`src/bia_pkg.sv`:
```
`default_nettype none
// ---------------------------------------------------------------------------
// bia_pkg: shared types and constants of the bitmap id allocator
// Map geometry, register indexes, result codes, controller states and the
// command and status groups between the controller and the datapath.
// ---------------------------------------------------------------------------
package bia_pkg;

  localparam int MAX_IDS   = 8192;
  localparam int WORD_BITS = 32;
  localparam int MAP_WORDS = MAX_IDS / WORD_BITS;
  localparam int WADDR_W   = $clog2(MAP_WORDS);
  localparam int BIT_W     = $clog2(WORD_BITS);
  localparam int IDX_W     = $clog2(MAX_IDS);
  localparam int CNT_W     = 14;
  localparam int ID_W      = 16;
  localparam int STAT_W    = 2;
  localparam int CFG_IDX_W = 1;

  localparam logic [CFG_IDX_W-1:0] CFG_ID_BASE  = 1'd0;
  localparam logic [CFG_IDX_W-1:0] CFG_ID_COUNT = 1'd1;

  localparam logic [ID_W-1:0]  ID_BASE_RESET  = 16'd300;
  localparam logic [CNT_W-1:0] ID_COUNT_RESET = 14'd4701;

  localparam logic [STAT_W-1:0] STAT_OK    = 2'd0;
  localparam logic [STAT_W-1:0] STAT_FULL  = 2'd1;
  localparam logic [STAT_W-1:0] STAT_RANGE = 2'd2;

  typedef enum logic [2:0] {
    S_IDLE,
    S_SCAN,
    S_REL_RD,
    S_REL_WR,
    S_DONE
  } state_t;

  typedef struct packed {
    logic capture;
    logic scan_step;
    logic rel_read;
    logic rel_write;
    logic load_out;
  } cmd_t;

  typedef struct packed {
    logic scan_done;
    logic rel_bad;
    logic out_free;
  } sts_t;

endpackage
`default_nettype wire

```
`src/bia_ctrl.sv`:
```
`default_nettype none
// ---------------------------------------------------------------------------
// bia_ctrl: allocator controller
// Sequences one request at a time: word scan for allocate, read then write
// for release (read only if out of range), then loads the output register.
// ---------------------------------------------------------------------------
module bia_ctrl (
  input  wire logic          clk,
  input  wire logic          rst,
  input  wire logic          in_valid,
  input  wire logic          action,
  output logic               in_stall,
  input  wire bia_pkg::sts_t sts,
  output bia_pkg::cmd_t      cmd
);
  import bia_pkg::*;

  state_t state, state_next;

  always_ff @(posedge clk) begin
    if (rst) begin
      state <= S_IDLE;
    end else begin
      state <= state_next;
    end
  end

  always_comb begin
    state_next = state;
    case (state)
      S_IDLE: begin
        if (in_valid) begin
          state_next = action ? S_REL_RD : S_SCAN;
        end
      end
      S_SCAN: begin
        if (sts.scan_done) begin
          state_next = S_DONE;
        end
      end
      S_REL_RD: begin
        state_next = sts.rel_bad ? S_DONE : S_REL_WR;
      end
      S_REL_WR: begin
        state_next = S_DONE;
      end
      S_DONE: begin
        if (sts.out_free) begin
          state_next = S_IDLE;
        end
      end
      default: begin
        state_next = S_IDLE;
      end
    endcase
  end

  always_comb begin
    cmd      = '0;
    in_stall = 1'b1;
    case (state)
      S_IDLE: begin
        in_stall    = 1'b0;
        cmd.capture = in_valid;
      end
      S_SCAN: begin
        cmd.scan_step = 1'b1;
      end
      S_REL_RD: begin
        cmd.rel_read = 1'b1;
      end
      S_REL_WR: begin
        cmd.rel_write = 1'b1;
      end
      S_DONE: begin
        cmd.load_out = sts.out_free;
      end
      default: begin
        in_stall = 1'b1;
      end
    endcase
  end

endmodule
`default_nettype wire

```
`config.mk`:
```
export PLATFORM = sky130hd
export DESIGN_NAME = bia_ctrl
export DESIGN_NICKNAME = d
export VERILOG_FILES = /design/src/bia_pkg.sv /design/src/bia_ctrl.sv
export SDC_FILE = /design/constraint.sdc
export NUM_CORES = 1
export LEC_CHECK = 0
export ABC_AREA = 1
export BUFFER_PORTS_ARGS = -buffer_cell sky130_fd_sc_hd__buf_4
export CAP_MARGIN = 20
export CORE_AREA = 2 2 39 41
export CTS_CLUSTER_SIZE = 8
export DETAILED_ROUTE_END_ITERATION = 16
export DIE_AREA = 0 0 41 43
export HOLD_SLACK_MARGIN = 0.15
export PLACE_DENSITY_LB_ADDON = 0.1
export SKIP_LAST_GASP = 1
export SLEW_MARGIN = 20
export SYNTH_ARGS = -nofsm -noshare
export SYNTH_HDL_FRONTEND = slang
export SYNTH_SLANG_ARGS = --single-unit
```
`constraint.sdc`:
```
create_clock -name clk -period 1.2 [get_ports clk]
set_input_delay 0.12 -clock clk [delete_from_list [all_inputs] [get_ports clk]]
set_output_delay 0.12 -clock clk [all_outputs]
set_load 0.05 [all_outputs]
```
# Word level (Yosys, flattened, before mapping)
# Cells that the tools add are included.
dict set report totals {
  reg_bits 3
  input_bits 7
  elab_cells 22
}
dict set report op_classes {
  n_eq_ne 7
  muxes 12
  reduce_logical 2
}
# op n
set op_table {}
lappend op_table {{3-bit case mux with 5 select lines} 1}
lappend op_table {{3-bit 2-to-1 mux} 4}
lappend op_table {{3-bit by 2-bit == test with 1-bit output (second input constant)} 2}
lappend op_table {{1-bit 2-to-1 mux} 6}
lappend op_table {{2-bit inequality test (second input constant)} 3}
lappend op_table {{3-bit by 1-bit == test with 1-bit output (second input constant)} 1}
lappend op_table {{3-bit == test (second input constant)} 1}
lappend op_table {{3-bit logical NOT} 1}
lappend op_table {{3-bit AND reduction} 1}
lappend op_table {{2-bit 2-to-1 mux} 1}

# Longest topological paths before layout
dict set report logic_depth {
  depth_word 3
  depth_mapped 7
  mapped_depth_nobuf 7
}

# Least setup slack after synthesis
# OpenSTA, ideal clock, no wires.
dict set report synth_path {
  path_kind {register -> output}
  startpoint {register state[2]}
  endpoint {output port cmd[0] in the netlist's numbering}
  t_arrival_ns 1.938
  required_time_ns 1.080
  setup_slack_ns -0.858
  stages_incl_launch_ff 3
  cell_sequence {dfxtp_1 > inv_2 > nor4_1}
}
# item line
set synth_lines {}
lappend synth_lines {{start, declared} bia_ctrl.sv:18} ;# state_t state, state_next;
lappend synth_lines {{start signal, assigned} bia_ctrl.sv:24} ;# state <= state_next;
lappend synth_lines {{end, declared} bia_ctrl.sv:14} ;# output bia_pkg::cmd_t cmd

==> results.sh <==
export IMPL_outcome="finished, violations left"
export IMPL_violations="setup timing"
export IMPL_syn_num_nets=43
export IMPL_ir_worst_vdd_mv=0.985
export IMPL_gp_congestion=0.759
export IMPL_worstSetupStartpointType="register"
export IMPL_drtIter0Drc=1
export IMPL_core_area_sq_um=1380
export IMPL_synthMuxAreaShare_pct=0
export IMPL_synth_top_family_by_area="simple AND/OR/NAND/NOR gates"
export IMPL_syn_area_sq_um=228
export IMPL_setup_slack_ns=-0.000694
export IMPL_dr_pass1_iters=2
export IMPL_use_met3_pct=3.14
export IMPL_regMostFlops="state"
export IMPL_dp_cells=65
export IMPL_numCtsBuffers=3
export IMPL_port_buffers=12
export IMPL_placed_area_sq_um=393
export IMPL_final_net_count=66
export IMPL_synth_cell_type_count=14
export IMPL_hold_class="in -> reg"
export IMPL_finalSetupViolCount=1
export IMPL_syn_inst=36
export IMPL_clock_sinks=3
export IMPL_placementRows=14
export IMPL_drc=0
export IMPL_critPathRequiredTime_ns=1.08
export IMPL_grt_busiest_layer="met2"
export IMPL_viasPerCell=3.96
export IMPL_cts_clk_slew_worst_paths_ns=0.04
export IMPL_power_mw=1.51
export IMPL_worstPathMaxFanout=4
export IMPL_max_freq_mhz=833
export IMPL_ff2ff_setup_slack_ns=0.11
export IMPL_antenna_left=0
export IMPL_cts_root_buf="clkbuf_4"
export IMPL_drv_slew=0
export IMPL_fin_skew_ns=0.000566
export IMPL_min_period_over_period_pct=100
export IMPL_tns_ns=-0.000694
export IMPL_ys_ff_latch=3
export IMPL_diodes=0
export IMPL_clockBufferDepth=2
export IMPL_maxCapViolations=0
export IMPL_grt_overflow_total=0
export IMPL_syn_to_final_growth_pct=124
export IMPL_antenna_found_initial=0
export IMPL_io_pins=13
export IMPL_die_area_sq_um=1760
export IMPL_htree_num_levels=1
export IMPL_reg_top3="state: 3 flops"
export IMPL_power_density_nw_per_um2=2960
export IMPL_fin_crit_ns=1.20
export IMPL_yosysSeqAreaShare_pct=26.4
export IMPL_die_h_um=43
export IMPL_postRouteWirelength_um=701
export IMPL_dpl_hpwl_um=518
export IMPL_relSlewSlack_pct=86.2
export IMPL_grt_pass1_vias=279
export IMPL_fp_dieW_um=41
export IMPL_mostFrequentLayoutCells="13 x buf_4, 5 x inv_1, 4 x nor2_1, 4 x nand3_1, 4 x nand2_1"
export IMPL_grt_usage_pct=9.42
export IMPL_synth_compound_area_share_pct=4.95
export IMPL_largest_register_ffs=3
export IMPL_critical_path_arrival_ns=1.08
export IMPL_drive_gt1_share_pct=63.8
export IMPL_worstSetupEndpointType="output pin"
export IMPL_synth_fa_ha_area_share_pct=0
export IMPL_grtUsageMet2_pct=15.0
export IMPL_syn_mean_instance_area_sq_um=6.33
export IMPL_grt_max_degree=7
export IMPL_ys_warn_count=0
export IMPL_final_core_util_pct=36.9
export IMPL_clk_latency_ns=0.23
export IMPL_fin_area_sq_um=510
export IMPL_wl_per_cell_um=9.47
export IMPL_grt_pass1_wl_um=1110
export IMPL_synthXorXnorAreaFrac_pct=0
export IMPL_grtUsageMet1_pct=9.90
export IMPL_hold_viol_final=0
export IMPL_rsz0062_at_grt="true"
export IMPL_mostFrequentLayoutCell="buf_4"
export IMPL_p_leak_nw=0.245
export IMPL_critical_path_class="reg -> out"
export IMPL_finalNonFillerCells=74
export IMPL_via_count=293
export IMPL_worstMarginPinSlew_ns=0.206
export IMPL_yosys_area_share_simple_pct=57.1
export IMPL_start_util_pct=16.5
export IMPL_cts_tree="done"
[power by group]
group          switching (mW)  internal [mW]
clock                  0.0501          0.124
combinational           0.640          0.436
sequential             0.0956          0.165
[metal layers]
layer	routed length, um	vias up	share of wire (%)
met5	0	-	0
met4	0	0	0
met3	30	0	4.3
met2	392	6	56
met1	278	127	40
li1	-	160	-
[final cells by class]
type | count | area, sq um
inverter | 7 | 36.3
multi-input combinational | 26 | 200
timing repair buffer | 18 | 156
clock buffer | 4 | 26.3
tap | 16 | 20.0
sequential | 3 | 71.3
fill | 154 | 873
[synthesized netlist by cell type (all sizes together)]
cell type	instances	share of area (%)
nor2	9	18
nor4	1	2.7
nor3b	1	5.5
nor3	1	2.2
o22ai	1	2.7
o21ai	1	2.2
dfxtp	3	26
inv	7	12
nand3	6	18
nand2	6	11
[logic make-up after synthesis]
group,count (synthesis)
compound gates,2
buf+inv,7
flops,3
simple gates,24
[worst max-delay path, cell delays in order (launching register included)]
cell and delay, ns:
dfxtp_4 0.37, nor2_4 0.17, nand2_4 0.08, nor2_4 0.09, buf_8 0.15
[final timing paths]
path | from | endpoint | cells after the start
min | action | state[0] | 4
max reg2reg | state[0] | state[0] | 6
max | state[0] | cmd[4] | 4
min reg2reg | state[0] | state[0] | 4
[through the flow]
step	setup slack [ns]	hold WS (ns)
2_1_floorplan	-0.0938	0.182
3_3_place_gp	0.0519	0.292
3_5_place_dp	0.0547	0.292
4_1_cts	-0.0302	0.235
5_1_grt	-0.0446	0.266
6_report	-0.000694	0.241
[what timing repair did]
item	CTS	global route
hold buffers	1	0
endpoints found under the setup margin	6	6
hold endpoints to repair	1	0
resized for setup	10	5
pin swaps	5	3
buffers inserted	4	1
(Power assumes the default switching activity.)
